`src/design/nmeafx_pkg.sv`:
```
`timescale 1ns / 1ps
// ----------------------------------------------------------------------------
// nmeafx_pkg
// Shared types and constants for the NMEA fix extractor.
// ----------------------------------------------------------------------------
package nmeafx_pkg;

  localparam int unsigned AltitudeChars = 8;
  localparam int unsigned QueueDepth    = 2;

  localparam logic [7:0] ChG      = 8'h47;
  localparam logic [7:0] ChR      = 8'h52;
  localparam logic [7:0] ChM      = 8'h4d;
  localparam logic [7:0] ChC      = 8'h43;
  localparam logic [7:0] ChA      = 8'h41;
  localparam logic [7:0] ChS      = 8'h53;
  localparam logic [7:0] ChN      = 8'h4e;
  localparam logic [7:0] ChE      = 8'h45;
  localparam logic [7:0] ChV      = 8'h56;
  localparam logic [7:0] ChDollar = 8'h24;
  localparam logic [7:0] ChComma  = 8'h2c;

  localparam logic [47:0] Zeros6 = 48'h303030303030;
  localparam logic [63:0] Zeros8 = 64'h3030303030303030;

  localparam logic CfgTimeoutLimit = 1'b0;
  localparam logic CfgRejectYear   = 1'b1;

  typedef enum logic [1:0] {
    KIND_NONE = 2'd0,
    KIND_RMC  = 2'd1,
    KIND_GGA  = 2'd2,
    KIND_GSA  = 2'd3
  } kind_e;

  typedef enum logic [1:0] {
    PH_HUNT_RMC = 2'd0,
    PH_WANT_GGA = 2'd1,
    PH_WANT_GSA = 2'd2
  } phase_e;

  typedef struct packed {
    logic       mode;
    logic [7:0] rx_byte;
    logic       is_dollar;
    logic       is_comma;
    logic       is_digit;
  } item_t;

  typedef struct packed {
    logic  valid;
    item_t item;
  } queue_head_t;

endpackage

```
`src/design/nmeafx_front.sv`:
```
`timescale 1ns / 1ps
// ----------------------------------------------------------------------------
// nmeafx_front
// Accepts items, classifies bytes and holds them in a two-entry queue.
// ----------------------------------------------------------------------------
module nmeafx_front (
  input  logic                   clk_i,
  input  logic                   rst_ni,
  input  logic                   in_valid,
  output logic                   in_stall,
  input  logic                   mode_i,
  input  logic [7:0]             rx_byte_i,
  output nmeafx_pkg::queue_head_t head_o,
  input  logic                   pop_i
);

  nmeafx_pkg::item_t entry_q [nmeafx_pkg::QueueDepth];
  nmeafx_pkg::item_t new_item;
  logic       wr_ptr_q, wr_ptr_d, rd_ptr_q, rd_ptr_d;
  logic [1:0] count_q, count_d;
  logic       push;

  always_comb begin
    new_item.mode      = mode_i;
    new_item.rx_byte   = rx_byte_i;
    new_item.is_dollar = (rx_byte_i == nmeafx_pkg::ChDollar);
    new_item.is_comma  = (rx_byte_i == nmeafx_pkg::ChComma);
    new_item.is_digit  = (rx_byte_i >= 8'h30) && (rx_byte_i <= 8'h39);
  end

  assign in_stall = (count_q == 2'(nmeafx_pkg::QueueDepth));
  assign push     = in_valid && !in_stall;

  assign head_o.valid = (count_q != 2'd0);
  assign head_o.item  = entry_q[rd_ptr_q];

  always_comb begin
    wr_ptr_d = push ? !wr_ptr_q : wr_ptr_q;
    rd_ptr_d = pop_i ? !rd_ptr_q : rd_ptr_q;
    count_d  = count_q + 2'(push) - 2'(pop_i);
  end

  always_ff @(posedge clk_i or negedge rst_ni) begin
    if (!rst_ni) begin
      wr_ptr_q <= 1'b0;
      rd_ptr_q <= 1'b0;
      count_q  <= 2'd0;
    end else begin
      wr_ptr_q <= wr_ptr_d;
      rd_ptr_q <= rd_ptr_d;
      count_q  <= count_d;
    end
  end

  always_ff @(posedge clk_i) begin
    if (push) begin
      entry_q[wr_ptr_q] <= new_item;
    end
  end

endmodule

```
`src/design/nmeafx_back.sv`:
```
`timescale 1ns / 1ps
// ----------------------------------------------------------------------------
// nmeafx_back
// Parses queued items field by field and registers the fix and tick records.
// ----------------------------------------------------------------------------
module nmeafx_back (
  input  logic                    clk_i,
  input  logic                    rst_ni,
  input  logic                    cfg_we,
  input  logic                    cfg_idx,
  input  logic [6:0]              cfg_data,
  input  nmeafx_pkg::queue_head_t head_i,
  output logic                    pop_o,
  output logic                    out_valid,
  input  logic                    out_stall,
  output logic [35:0]             time_bcd_o,
  output logic [23:0]             date_bcd_o,
  output logic [47:0]             speed_text_o,
  output logic [47:0]             pdop_text_o,
  output logic [31:0]             latitude_bcd_o,
  output logic [35:0]             longitude_bcd_o,
  output logic                    is_north_o,
  output logic                    is_east_o,
  output logic [63:0]             altitude_text_o,
  output logic                    fix_valid_o,
  output logic                    time_is_new_o,
  output logic                    timed_out_o
);

  nmeafx_pkg::phase_e phase_q, phase_d;
  nmeafx_pkg::kind_e  kind_q, kind_d;
  logic [2:0]  hpos_q, hpos_d;
  logic [4:0]  comma_q, comma_d;
  logic [3:0]  cif_q, cif_d;
  logic [35:0] time_q, time_d;
  logic [23:0] date_q, date_d;
  logic [7:0]  status_q, status_d;
  logic [47:0] speed_q, speed_d;
  logic [31:0] lat_q, lat_d;
  logic [35:0] lon_q, lon_d;
  logic        north_q, north_d, east_q, east_d;
  logic [63:0] alt_q, alt_d;
  logic [47:0] pdop_q, pdop_d;
  logic        bad_q, bad_d, fix_seen_q, fix_seen_d, tg_q, tg_d;
  logic [3:0]  idle_q, idle_d;
  logic [3:0]  tlimit_q;
  logic [6:0]  ryear_q;

  logic        ov_q, ov_d;
  logic [35:0] o_time_q, o_time_d;
  logic [23:0] o_date_q, o_date_d;
  logic [47:0] o_speed_q, o_speed_d, o_pdop_q, o_pdop_d;
  logic [31:0] o_lat_q, o_lat_d;
  logic [35:0] o_lon_q, o_lon_d;
  logic        o_n_q, o_n_d, o_e_q, o_e_d, o_fv_q, o_fv_d, o_tn_q, o_tn_d, o_to_q, o_to_d;
  logic [63:0] o_alt_q, o_alt_d;

  nmeafx_pkg::item_t it;
  logic [7:0] c;
  logic [3:0] dig, k, d;
  logic [4:0] cnew;
  logic [7:0] year;
  logic       rejected, valid_fix, emit, tick, to;

  assign it    = head_i.item;
  assign c     = it.rx_byte;
  assign pop_o = head_i.valid && (!ov_q || !out_stall);

  always_comb begin
    phase_d = phase_q;  kind_d = kind_q;  hpos_d = hpos_q;  comma_d = comma_q;
    cif_d = cif_q;  time_d = time_q;  date_d = date_q;  status_d = status_q;
    speed_d = speed_q;  lat_d = lat_q;  lon_d = lon_q;  north_d = north_q;
    east_d = east_q;  alt_d = alt_q;  pdop_d = pdop_q;  bad_d = bad_q;
    fix_seen_d = fix_seen_q;  tg_d = tg_q;  idle_d = idle_q;
    emit = 1'b0;  tick = 1'b0;  to = 1'b0;
    dig = it.is_digit ? c[3:0] : 4'd0;
    k = cif_q;
    d = 4'd0;
    cnew = (comma_q != 5'd31) ? comma_q + 5'd1 : comma_q;
    year = 8'(date_q[7:4]) * 8'd10 + 8'(date_q[3:0]);
    rejected = (year == {1'b0, ryear_q});
    valid_fix = 1'b0;
    if (pop_o) begin
      if (it.mode) begin
        tick = 1'b1;
        if (fix_seen_q) idle_d = 4'd0;
        else if (idle_q != 4'd15) idle_d = idle_q + 4'd1;
        fix_seen_d = 1'b0;
        to = (idle_d >= tlimit_q);
        if (to) status_d = nmeafx_pkg::ChV;
      end else if (it.is_dollar) begin
        hpos_d = 3'd1;  kind_d = nmeafx_pkg::KIND_NONE;
        comma_d = 5'd0;  cif_d = 4'd0;  tg_d = 1'b0;
      end else if (hpos_q != 3'd0) begin
        unique case (hpos_q)
          3'd1: tg_d = (c == nmeafx_pkg::ChG);
          3'd3: begin
            if (c == nmeafx_pkg::ChR && tg_q) kind_d = nmeafx_pkg::KIND_RMC;
            else if (c == nmeafx_pkg::ChG)
              kind_d = tg_q ? nmeafx_pkg::KIND_GGA : nmeafx_pkg::KIND_GSA;
            else kind_d = nmeafx_pkg::KIND_NONE;
          end
          3'd4: begin
            unique case (kind_q)
              nmeafx_pkg::KIND_RMC:
                if (c != nmeafx_pkg::ChM) kind_d = nmeafx_pkg::KIND_NONE;
              nmeafx_pkg::KIND_GGA: begin
                if (c == nmeafx_pkg::ChS) kind_d = nmeafx_pkg::KIND_GSA;
                else if (c != nmeafx_pkg::ChG) kind_d = nmeafx_pkg::KIND_NONE;
              end
              nmeafx_pkg::KIND_GSA:
                if (c != nmeafx_pkg::ChS) kind_d = nmeafx_pkg::KIND_NONE;
              default: ;
            endcase
          end
          3'd5: begin
            if (kind_q == nmeafx_pkg::KIND_RMC) begin
              if (c != nmeafx_pkg::ChC) kind_d = nmeafx_pkg::KIND_NONE;
            end else if (c != nmeafx_pkg::ChA) kind_d = nmeafx_pkg::KIND_NONE;
          end
          default: ;
        endcase
        if (hpos_q >= 3'd5) begin
          hpos_d = 3'd0;
          unique case (kind_d)
            nmeafx_pkg::KIND_RMC: begin
              phase_d = nmeafx_pkg::PH_WANT_GGA;
              status_d = nmeafx_pkg::ChV;
            end
            nmeafx_pkg::KIND_GGA: begin
              if (phase_q == nmeafx_pkg::PH_HUNT_RMC) kind_d = nmeafx_pkg::KIND_NONE;
              else begin
                phase_d = nmeafx_pkg::PH_WANT_GGA;
                bad_d = 1'b0;
              end
            end
            nmeafx_pkg::KIND_GSA:
              if (phase_q != nmeafx_pkg::PH_WANT_GSA) kind_d = nmeafx_pkg::KIND_NONE;
            default: ;
          endcase
        end else begin
          hpos_d = hpos_q + 3'd1;
        end
      end else if (kind_q == nmeafx_pkg::KIND_NONE) begin
      end else if (it.is_comma) begin
        if (kind_q == nmeafx_pkg::KIND_GGA) begin
          if (comma_q == 5'd2 && cif_q < 4'd9) bad_d = 1'b1;
          if (comma_q == 5'd4 && cif_q < 4'd10) bad_d = 1'b1;
        end
        comma_d = cnew;
        cif_d = 4'd0;
        unique case (kind_q)
          nmeafx_pkg::KIND_RMC: begin
            if (cnew == 5'd1) time_d = '0;
            else if (cnew == 5'd2) status_d = nmeafx_pkg::ChV;
            else if (cnew == 5'd7) speed_d = nmeafx_pkg::Zeros6;
            else if (cnew == 5'd9) date_d = '0;
          end
          nmeafx_pkg::KIND_GGA: begin
            if (cnew == 5'd2) lat_d = '0;
            else if (cnew == 5'd3) north_d = 1'b0;
            else if (cnew == 5'd4) lon_d = '0;
            else if (cnew == 5'd5) east_d = 1'b0;
            else if (cnew == 5'd9) alt_d = nmeafx_pkg::Zeros8;
            else if (cnew == 5'd14) begin
              phase_d = nmeafx_pkg::PH_WANT_GSA;
              kind_d = nmeafx_pkg::KIND_NONE;
            end
          end
          nmeafx_pkg::KIND_GSA: begin
            if (cnew == 5'd15) pdop_d = nmeafx_pkg::Zeros6;
            else if (cnew == 5'd16) begin
              kind_d = nmeafx_pkg::KIND_NONE;
              phase_d = nmeafx_pkg::PH_HUNT_RMC;
              if (cif_q != 4'd0) begin
                emit = 1'b1;
                fix_seen_d = 1'b1;
                idle_d = 4'd0;
              end
            end
          end
          default: ;
        endcase
      end else begin
        if (cif_q != 4'd15) cif_d = cif_q + 4'd1;
        unique case (kind_q)
          nmeafx_pkg::KIND_RMC: begin
            if (comma_q == 5'd1 && k < 4'd10 && k != 4'd6) begin
              d = (k < 4'd6) ? k : k - 4'd1;
              time_d[(4'd8 - d) * 4 +: 4] = time_q[(4'd8 - d) * 4 +: 4] | dig;
            end else if (comma_q == 5'd2 && k == 4'd0) begin
              status_d = c;
            end else if (comma_q == 5'd7 && k < 4'd6) begin
              speed_d[(4'd5 - k) * 8 +: 8] = c;
            end else if (comma_q == 5'd9 && k < 4'd6) begin
              date_d[(4'd5 - k) * 4 +: 4] = date_q[(4'd5 - k) * 4 +: 4] | dig;
            end
          end
          nmeafx_pkg::KIND_GGA: begin
            if (comma_q == 5'd2 && k < 4'd9 && k != 4'd4) begin
              d = (k < 4'd4) ? k : k - 4'd1;
              lat_d[(4'd7 - d) * 4 +: 4] = lat_q[(4'd7 - d) * 4 +: 4] | dig;
              if (!it.is_digit) bad_d = 1'b1;
            end else if (comma_q == 5'd3 && k == 4'd0) begin
              north_d = (c == nmeafx_pkg::ChN);
            end else if (comma_q == 5'd4 && k < 4'd10 && k != 4'd5) begin
              d = (k < 4'd5) ? k : k - 4'd1;
              lon_d[(4'd8 - d) * 4 +: 4] = lon_q[(4'd8 - d) * 4 +: 4] | dig;
              if (!it.is_digit) bad_d = 1'b1;
            end else if (comma_q == 5'd5 && k == 4'd0) begin
              east_d = (c == nmeafx_pkg::ChE);
            end else if (comma_q == 5'd9 && k < 4'(nmeafx_pkg::AltitudeChars)) begin
              alt_d[(4'd7 - k) * 8 +: 8] = c;
            end
          end
          nmeafx_pkg::KIND_GSA: begin
            if (comma_q == 5'd15 && k < 4'd6) pdop_d[(4'd5 - k) * 8 +: 8] = c;
          end
          default: ;
        endcase
      end
    end
    valid_fix = (status_q == nmeafx_pkg::ChA) && !bad_q;
  end

  always_comb begin
    ov_d = ov_q;
    o_time_d = o_time_q;  o_date_d = o_date_q;  o_speed_d = o_speed_q;
    o_pdop_d = o_pdop_q;  o_lat_d = o_lat_q;  o_lon_d = o_lon_q;
    o_n_d = o_n_q;  o_e_d = o_e_q;  o_alt_d = o_alt_q;  o_fv_d = o_fv_q;
    o_tn_d = o_tn_q;  o_to_d = o_to_q;
    if (!out_stall) ov_d = 1'b0;
    if (tick) begin
      ov_d = 1'b1;
      o_time_d = '0;  o_date_d = '0;  o_speed_d = '0;  o_pdop_d = '0;
      o_lat_d = '0;  o_lon_d = '0;  o_n_d = 1'b0;  o_e_d = 1'b0;
      o_alt_d = '0;  o_fv_d = 1'b0;  o_tn_d = 1'b0;  o_to_d = to;
    end else if (emit) begin
      ov_d = 1'b1;
      o_time_d  = rejected ? '0 : time_q;
      o_date_d  = rejected ? '0 : date_q;
      o_speed_d = speed_q;
      o_pdop_d  = pdop_q;
      o_lat_d   = valid_fix ? lat_q : '0;
      o_lon_d   = valid_fix ? lon_q : '0;
      o_n_d     = valid_fix && north_q;
      o_e_d     = valid_fix && east_q;
      o_alt_d   = valid_fix ? alt_q : nmeafx_pkg::Zeros8;
      o_fv_d    = valid_fix;
      o_tn_d    = !rejected;
      o_to_d    = 1'b0;
    end
  end

  always_ff @(posedge clk_i or negedge rst_ni) begin
    if (!rst_ni) begin
      phase_q <= nmeafx_pkg::PH_HUNT_RMC;
      kind_q <= nmeafx_pkg::KIND_NONE;
      hpos_q <= 3'd0;  comma_q <= 5'd0;  cif_q <= 4'd0;
      time_q <= '0;  date_q <= '0;  status_q <= nmeafx_pkg::ChV;
      speed_q <= nmeafx_pkg::Zeros6;  lat_q <= '0;  lon_q <= '0;
      north_q <= 1'b0;  east_q <= 1'b0;  alt_q <= nmeafx_pkg::Zeros8;
      pdop_q <= nmeafx_pkg::Zeros6;  bad_q <= 1'b0;  fix_seen_q <= 1'b0;
      tg_q <= 1'b0;  idle_q <= 4'd0;
      tlimit_q <= 4'd10;  ryear_q <= 7'd80;
      ov_q <= 1'b0;
    end else begin
      phase_q <= phase_d;  kind_q <= kind_d;  hpos_q <= hpos_d;
      comma_q <= comma_d;  cif_q <= cif_d;  time_q <= time_d;
      date_q <= date_d;  status_q <= status_d;  speed_q <= speed_d;
      lat_q <= lat_d;  lon_q <= lon_d;  north_q <= north_d;  east_q <= east_d;
      alt_q <= alt_d;  pdop_q <= pdop_d;  bad_q <= bad_d;
      fix_seen_q <= fix_seen_d;  tg_q <= tg_d;  idle_q <= idle_d;
      ov_q <= ov_d;
      if (cfg_we) begin
        unique case (cfg_idx)
          nmeafx_pkg::CfgTimeoutLimit: tlimit_q <= cfg_data[3:0];
          nmeafx_pkg::CfgRejectYear:   ryear_q <= cfg_data;
          default: ;
        endcase
      end
    end
  end

  always_ff @(posedge clk_i) begin
    o_time_q <= o_time_d;  o_date_q <= o_date_d;  o_speed_q <= o_speed_d;
    o_pdop_q <= o_pdop_d;  o_lat_q <= o_lat_d;  o_lon_q <= o_lon_d;
    o_n_q <= o_n_d;  o_e_q <= o_e_d;  o_alt_q <= o_alt_d;
    o_fv_q <= o_fv_d;  o_tn_q <= o_tn_d;  o_to_q <= o_to_d;
  end

  assign out_valid       = ov_q;
  assign time_bcd_o      = o_time_q;
  assign date_bcd_o      = o_date_q;
  assign speed_text_o    = o_speed_q;
  assign pdop_text_o     = o_pdop_q;
  assign latitude_bcd_o  = o_lat_q;
  assign longitude_bcd_o = o_lon_q;
  assign is_north_o      = o_n_q;
  assign is_east_o       = o_e_q;
  assign altitude_text_o = o_alt_q;
  assign fix_valid_o     = o_fv_q;
  assign time_is_new_o   = o_tn_q;
  assign timed_out_o     = o_to_q;

endmodule

```
`src/design/nmea_rmc_gga_gsa_fix_extractor_top.sv`:
```
`timescale 1ns / 1ps
// ----------------------------------------------------------------------------
// nmea_rmc_gga_gsa_fix_extractor_top
// Items pass through the input queue to the parser, whose records are registered before out_valid.
// Throughput: one item per cycle unless the output stalls while holding a record.
// A two-entry input queue and a registered output let each side stall alone.
// Reset clears parser state, counters, queue and output valid; registers
// return to timeout limit 10 and reject year 80.
// ----------------------------------------------------------------------------
module nmea_rmc_gga_gsa_fix_extractor_top (
  input  logic        clk_i,
  input  logic        rst_ni,
  input  logic        cfg_we,
  input  logic        cfg_idx,
  input  logic [6:0]  cfg_data,
  input  logic        in_valid,
  output logic        in_stall,
  input  logic        mode_i,
  input  logic [7:0]  rx_byte_i,
  output logic        out_valid,
  input  logic        out_stall,
  output logic [35:0] time_bcd_o,
  output logic [23:0] date_bcd_o,
  output logic [47:0] speed_text_o,
  output logic [47:0] pdop_text_o,
  output logic [31:0] latitude_bcd_o,
  output logic [35:0] longitude_bcd_o,
  output logic        is_north_o,
  output logic        is_east_o,
  output logic [63:0] altitude_text_o,
  output logic        fix_valid_o,
  output logic        time_is_new_o,
  output logic        timed_out_o
);

  nmeafx_pkg::queue_head_t head;
  logic                    pop;

  nmeafx_front u_front (
    .clk_i    (clk_i),
    .rst_ni   (rst_ni),
    .in_valid (in_valid),
    .in_stall (in_stall),
    .mode_i   (mode_i),
    .rx_byte_i(rx_byte_i),
    .head_o   (head),
    .pop_i    (pop)
  );

  nmeafx_back u_back (
    .clk_i          (clk_i),
    .rst_ni         (rst_ni),
    .cfg_we         (cfg_we),
    .cfg_idx        (cfg_idx),
    .cfg_data       (cfg_data),
    .head_i         (head),
    .pop_o          (pop),
    .out_valid      (out_valid),
    .out_stall      (out_stall),
    .time_bcd_o     (time_bcd_o),
    .date_bcd_o     (date_bcd_o),
    .speed_text_o   (speed_text_o),
    .pdop_text_o    (pdop_text_o),
    .latitude_bcd_o (latitude_bcd_o),
    .longitude_bcd_o(longitude_bcd_o),
    .is_north_o     (is_north_o),
    .is_east_o      (is_east_o),
    .altitude_text_o(altitude_text_o),
    .fix_valid_o    (fix_valid_o),
    .time_is_new_o  (time_is_new_o),
    .timed_out_o    (timed_out_o)
  );

endmodule

```
`config.mk`:
```
export PLATFORM = sky130hd
export DESIGN_NAME = nmea_rmc_gga_gsa_fix_extractor_top
export DESIGN_NICKNAME = d
export VERILOG_FILES = /design/src/design/nmeafx_pkg.sv /design/src/design/nmeafx_front.sv /design/src/design/nmeafx_back.sv /design/src/design/nmea_rmc_gga_gsa_fix_extractor_top.sv
export SDC_FILE = /design/constraint.sdc
export NUM_CORES = 1
export LEC_CHECK = 0
export ABC_AREA = 1
export BUFFER_PORTS_ARGS = -buffer_cell sky130_fd_sc_hd__buf_2
export CORE_UTILIZATION = 29
export DETAILED_ROUTE_END_ITERATION = 6
export HOLD_SLACK_MARGIN = 0.02
export PLACE_DENSITY_LB_ADDON = 0.12
export RECOVER_POWER = 50
export SKIP_CTS_REPAIR_TIMING = 1
export SLEW_MARGIN = 10
export SYNTH_ARGS = -nofsm -noshare
export SYNTH_HDL_FRONTEND = slang
export SYNTH_HIERARCHICAL = 1
export SYNTH_SLANG_ARGS = --single-unit
```
`constraint.sdc`:
```
create_clock -name clk_i -period 5.8 [get_ports clk_i]
set_clock_uncertainty 0.2 [all_clocks]
set_input_delay 1.16 -clock clk_i [delete_from_list [all_inputs] [get_ports clk_i]]
set_output_delay 1.16 -clock clk_i [all_outputs]
set_load 0.01 [all_outputs]
```
* After elaboration in Yosys (flattened, before gate mapping) *
Memories as Yosys holds them, arrays and structs flattened.
Index checks and enable logic that the tools add are counted.

word-level totals
  latch bits = 0
  bits in read-only memories = 0
  bits in registers = 630
  RAM bits = 24
  memories kept = 1
  input bits = 22
  output and inout bits = 295

operators by class
  eq/ne operators = 110
  shift operators = 16
  mux-type cells = 224
  magnitude comparators = 10
  reduce and logical (&&, ||, !) cells = 80
  $add $sub $neg = 19
  multiply operators = 1
  bitwise gates (word level) = 9
  div/mod/pow operators = 0

memories
  name             depth  width  rd ports  clocked after Yosys merged registers in  write ports  RTL line            text
  u_front.entry_q  2      12     1         0                                        1            nmeafx_front.sv:17  nmeafx_pkg::item_t entry_q [nmeafx_pkg::QueueDepth];

operators with widths
  kind                                                                      number
  64-bit two-way mux                                                        14
  48-bit two-way mux                                                        14
  36-bit two-way mux                                                        16
  24-bit two-way mux                                                        12
  32-bit negator with 34-bit output                                         6
  32-bit two-way mux                                                        6
  8-bit two-way mux                                                         14
  48-bit bitwise mux                                                        2
  4-bit two-way mux                                                         22
  2-bit two-way mux                                                         39
  36-bit bitwise mux                                                        2
  4-bit by 34-bit variable shift with 36-bit output (first input constant)  2
  36-bit by 33-bit variable part select with 4-bit output                   2
  4-bit by 34-bit variable part select with 36-bit output                   2
  1-bit two-way mux                                                         66
  64-bit bitwise mux                                                        1
  8-bit by 34-bit variable shift with 64-bit output (first input constant)  1
  8-bit by 34-bit variable part select with 64-bit output                   1
  8-bit by 7-bit == test with 1-bit output (second input constant)          6
  8-bit by 34-bit variable shift with 48-bit output (first input constant)  1
  8-bit by 34-bit variable part select with 48-bit output                   1
  8-bit by 7-bit inequality test with 1-bit output (second input constant)  5
  2-bit nonzero test                                                        20
  2-bit inequality test (second input constant)                             19
  other kinds (71)                                                          195

* Logic depth before layout (Yosys ltp) *
An unclocked memory read counts as a cell.

  word-level depth = 16
  mapped depth = 26
  depth with buffers taken out = 23

* Hierarchy *
Netlist, hierarchy kept.

by module, submodules not included
  module        sequential area each (um^2)  times used  cells each  area an instance (um^2)
  nmeafx_back   14268.7                      1           3570        28866.4
  nmeafx_front  820.8                        1           103         1168.6

* Worst setup path after synthesis *
No wires, ideal clock.

  path kind = register -> register
  start = reg u_back.cif_q[0]
  end = reg u_back.lon_q[0]
  buffers on the path = 5
  data arrival time = 4.308 ns
  setup slack = 1.227 ns
  stages on the path, launching flop included = 23
  path through = dfrtp_1 buf_2 inv_2 buf_1 buf_1 ha_1 clkbuf_1 nand2_1 nand2_2 ha_1 clkbuf_1 inv_1 nand2_1 nor2_4 nand2_4 ha_1 or2_2 nor4_1 nor3b_1 nand3_2 nor3_2 o21ai_1 nand2_1

between the ends
  cells in the longest elaborated chain, start to end = 12
  elaborated cells on any way between the ends = 29
  classes of those cells = 3 x add/sub; 3 x order compare; 4 x eq/ne; 3 x shift; 7 x mux; 1 x bitwise; 8 x reduce/logical

RTL lines
  element                                                                                     RTL line            text
  from (decl)                                                                                 nmeafx_back.sv:34   logic [3:0] cif_q, cif_d;
  from (signal assigned)                                                                      nmeafx_back.sv:269  comma_q <= comma_d; cif_q <= cif_d; time_q <= time_d;
  parallel branches: the longest is 12 deep, another holds 32-bit negator with 34-bit output  --
  to (signal assigned)                                                                        nmeafx_back.sv:271  lat_q <= lat_d; lon_q <= lon_d; north_q <= north_d; east_q <= east_d;
  to (decl)                                                                                   nmeafx_back.sv:40   logic [35:0] lon_q, lon_d;

Several ways; the timed one is not identified. The select of a mux whose other input is x is not followed.
A chain may end at the register's enable or synchronous reset.

* Worst setup path after layout *
  start = reg u_back.cif_q[1]
  end = reg u_back.lat_q[24]

between the ends
  cells in the longest elaborated chain, start to end = 10
  elaborated cells on any way between the ends = 19
  classes of those cells = 3 x add/sub; 2 x order compare; 1 x eq/ne; 3 x shift; 5 x mux; 1 x bitwise; 4 x reduce/logical

RTL lines
  element                                                                                     RTL line            text
  parallel branches: the longest is 10 deep, another holds 32-bit negator with 34-bit output  --
  to (signal assigned)                                                                        nmeafx_back.sv:271
  to (decl)                                                                                   nmeafx_back.sv:39   logic [31:0] lat_q, lat_d;

Several ways; the timed one is not identified. The select of a mux whose other input is x is not followed.

==> summary.md <==
| Metric | Value |
|---|---|
| Tcrit/Tclk final | `0.834` |
| Slowest cell delay on critical path | `630 ps` |
| Chip height | `324 um` |
| DIE WIDTH | `324 um` |
| Largest family of logic cells by synthesized area | `simple AND/OR/NAND/NOR gates` |
| Yosys reg bits | `654` |
| Most Crowded Layer GR | `met2` |
| CTS root buf | `clkbuf_16` |
| Post-Synth Simple-Gate Area | `0.260` |
| WL/cell | `19.9 um` |
| Met1 Track Usage GR | `0.271` |
| Gate power share | `0.434` |
| Clock power frac | `0.292` |
| Mux contribution to synthesized area | `0.000750` |
| Synth-to-Final Area Change | `17.6%` |
| Max_slew headroom | `-1.82` |
| First-pass GRT wire length | `161000 um` |
| H-tree depth | `3` |
| Leading cell types in the layout, fill and taps excluded | `nand2_1 (943), nand3_1 (370), inv_1 (309)` |
| Post-synthesis net count | `3765` |
| Peak VDD IR | `0.000244 V` |
| Area occupied by registers | `15100 um^2` |
| Routability cong. | `0.889` |
| Post-DP HPWL | `77800 um` |
| Worst setup path category | `reg2reg` |
| Unique masters post-synth | `61` |
| Crit path DAT | `5230 ps` |
| Final cell count without fillers | `5368` |
| TritonCTS clock tree | `yes` |
| Internal power | `0.00970 W` |
| DRC | `0` |
| Overflow after GRT | `0` |
| Sw Ratio | `0.457` |
| 1st-pass router iterations | `6` |
| Crit Path Max Fanout | `14` |
| Post-synth ARST share | `0.515` |
| Synth Area in Adders | `0.0297` |
| Die area | `105000 um^2` |
| Average cell area after synthesis | `8.18 um^2` |
| Layout cells sized above 1 | `0.102` |
| Multi-input gate area | `12900 um^2` |
| Vias | `26.1k` |
| # clock sinks | `654` |
| Synth warn | `6` |
| Mapped Area | `30000 um^2` |
| Core footprint | `102000 um^2` |
| Initial DRC Count | `1838` |
| Max Cap Viol | `1` |
| Filler instances | `11.1k` |
| Req. time, crit path | `6190 ps` |
| Design Power | `0.0179 W` |
| Reg power frac | `0.274` |
| Met3 usage | `0.0360` |
| Slew Viols, Final | `68` |
| Worst setup EP type | `flip-flop` |
| Top Ports | `317` |
| Compound-Gate Fraction of Synth Area | `0.131` |
| CP max-delay cell | `ha_1` |
| Final Setup Violations | `0` |
| Routed vias/inst | `4.87` |
| Commonest non-fill, non-tap cell in the layout | `nand2_1` |
| GR Util met2 | `0.322` |
| Min Tclk post-route | `4840 ps` |
| Antenna viol nets, final | `0` |
| Fmax | `0.207 GHz` |
| Sequential fraction of the synthesis area | `0.502` |
| XOR/XNOR share of the synthesized area | `0.00692` |
| Pin count of the biggest net entering global routing | `181` |
| Hold Fails Final Rpt | `0` |
| Row count | `117` |
| Failing checks | `max-capacitance violations, max-slew violations` |
| CTS Buf Count | `79` |
| Startpoint Class | `flip-flop` |
| Pleak | `15.5 nW` |
| Clock-pin transition on the worst setup and hold timing paths | `60 ps` |
| Cell Chain, Critical Path | `inv_2, ha_1, nand2_1, o21ai_2, clkinv_1, ha_1, nand2_1, nor2_1, ha_1, inv_1, nor4_1, nand4_1, a21oi_2, nand4_1, nor2_1, nand2_1, nand2_1` |
| Initial antenna violation count | `2` |
| CP most frequent cell | `nand2_1` |
| RSZ-0062 raised after global routing | `false` |
| WL final | `107000 um` |
| Vias in the first global route | `25.6k` |
| HP Class | `reg2reg` |
| Final setup TNS | `0 ps` |
| Latest clock arrival within the worst-skew pair | `660 ps` |
| Switch Pwr | `0.00815 W` |
| Power Dens Cells | `505 nW/um^2` |
| Cell Count Post-Placement | `5219` |
| Mapped Cells | `3673` |
| Initial Util | `0.294` |
| Post-synth EDFFs | `25` |
| Fin nets | `4024` |
| Status | `finished, violations left` |
| Total track usage | `0.201` |
| IO Port Bufs | `316` |
| Slew @ Worst Pin | `4230 ps` |
| Clk buf depth | `3` |
| Dominant synthesized flop cell | `dfxtp_1` |
==> worst paths after layout <==
kind | from | endpoint | slack (ps) | depth (start not counted)
worst max-delay path | u_back/cif_q[1] | u_back/lat_q[24] | 960 | 17
worst min-delay path | u_back/speed_text_o[31] | u_back/speed_text_o[31] | 260 | 2
worst max register to register | u_back/cif_q[1] | u_back/lat_q[24] | 960 | 17
worst min register to register | u_back/speed_text_o[31] | u_back/speed_text_o[31] | 260 | 2
max in group asynchronous | rst_ni | u_back/speed_q[42] | 1180 | 1
min in group asynchronous | rst_ni | u_front/wr_ptr_q | 1800 | 1
==> cell type report <==
type,count,area share
Sequential cell,654,0.427
Multi-Input combinational cell,2505,0.366
Clock buffer,118,0.0667
Tap cell,1368,0.0485
Timing Repair Buffer,349,0.0438
Inverter,343,0.0368
Clock inverter,30,0.0111
Antenna cell,1,0.0000709
==> synthesized netlist by cell type (5+ instances only) <==
master | number | area, um^2
nand3_2 | 14 | 140
buf_1 | 19 | 71.3
edfxtp_1 | 25 | 751
o21ai_0 | 280 | 1400
nor2_2 | 13 | 81.3
dfrtp_1 | 289 | 7230
dfxtp_1 | 292 | 5850
xnor2_1 | 6 | 52.6
o221a_2 | 12 | 135
nand3_1 | 370 | 1850
dfstp_2 | 48 | 1260
nand2_4 | 8 | 90.1
buf_2 | 47 | 235
buf_4 | 9 | 67.6
inv_2 | 30 | 113
or2_2 | 5 | 31.3
buf_6 | 7 | 78.8
ha_1 | 68 | 851
nor3_1 | 39 | 195
a21oi_1 | 66 | 330
nor2_4 | 7 | 78.8
o211ai_1 | 12 | 90.1
o21ai_1 | 132 | 661
clkbuf_1 | 89 | 334
nor3_2 | 9 | 90.1
a32o_1 | 92 | 921
o22ai_1 | 12 | 75.1
inv_1 | 310 | 1160
nand2_1 | 943 | 3540
nor2_1 | 225 | 845
xor2_1 | 14 | 123
nor4_1 | 14 | 87.6
nand2_2 | 27 | 169
nand4_1 | 85 | 532
o21bai_1 | 8 | 60.1
==> sequential cells by signal, summed over array words and instances, names as in the netlist, 5 cells and up <==
signal                  cells
u_back/lon_q               36
u_back/lat_q               32
u_front/entry_q            24
u_back/speed_text_o        48
u_back/date_q              24
u_back/date_bcd_o          24
u_back/latitude_bcd_o      32
u_back/pdop_q              48
u_back/longitude_bcd_o     36
u_back/altitude_text_o     64
u_back/pdop_text_o         48
u_back/comma_q              5
u_back/ryear_q              7
u_back/speed_q             48
u_back/time_q              36
u_back/status_q             8
u_back/alt_q               64
u_back/time_bcd_o          36
==> power groups by stage <==
stage	sequential (W)	combinational, W	clock [W]
after floorplan	0.00491	0.00539	0
after global placement	0.00498	0.00774	0
after detailed placement	0.00498	0.00769	0
after CTS	0.00489	0.00771	0.00537
after global routing	0.00492	0.00858	0.00555
final	0.00489	0.00775	0.00521
==> stage by stage <==
step	setup WS, ps	hold slack (ps)	utilization	instance area [um^2]
CTS	1000	264	0.349	35700
global placement	1070	252	0.322	32900
finish	962	262	0.346	35300
global route	387	281	0.346	35300
detailed placement	1040	255	0.322	32900
floorplan	1230	242	-	30000
==> worst max-delay path: cells and delay by family, from the launching register on <==
kind / cells / cell delay, ps
compound gates: 2 / 590
fa+ha+maj: 3 / 1270
buf+inv: 3 / 720
simple gates: 9 / 1390
flops: 1 / 560
==> routing by layer <==
metal / part of all wire / wire length (um)
met5: 0 / 0
met1: 0.46 / 49400
met3: 0.053 / 5660
met2: 0.46 / 48700
met4: 0.027 / 2850
==> cells by family after synthesis <==
kind of cell,after synthesis
fa+ha+maj,70
xor+xnor,22
flops,654
mux,2
compound gates,643
buf+inv,514
simple gates,1768
(Power assumes the default switching activity.)
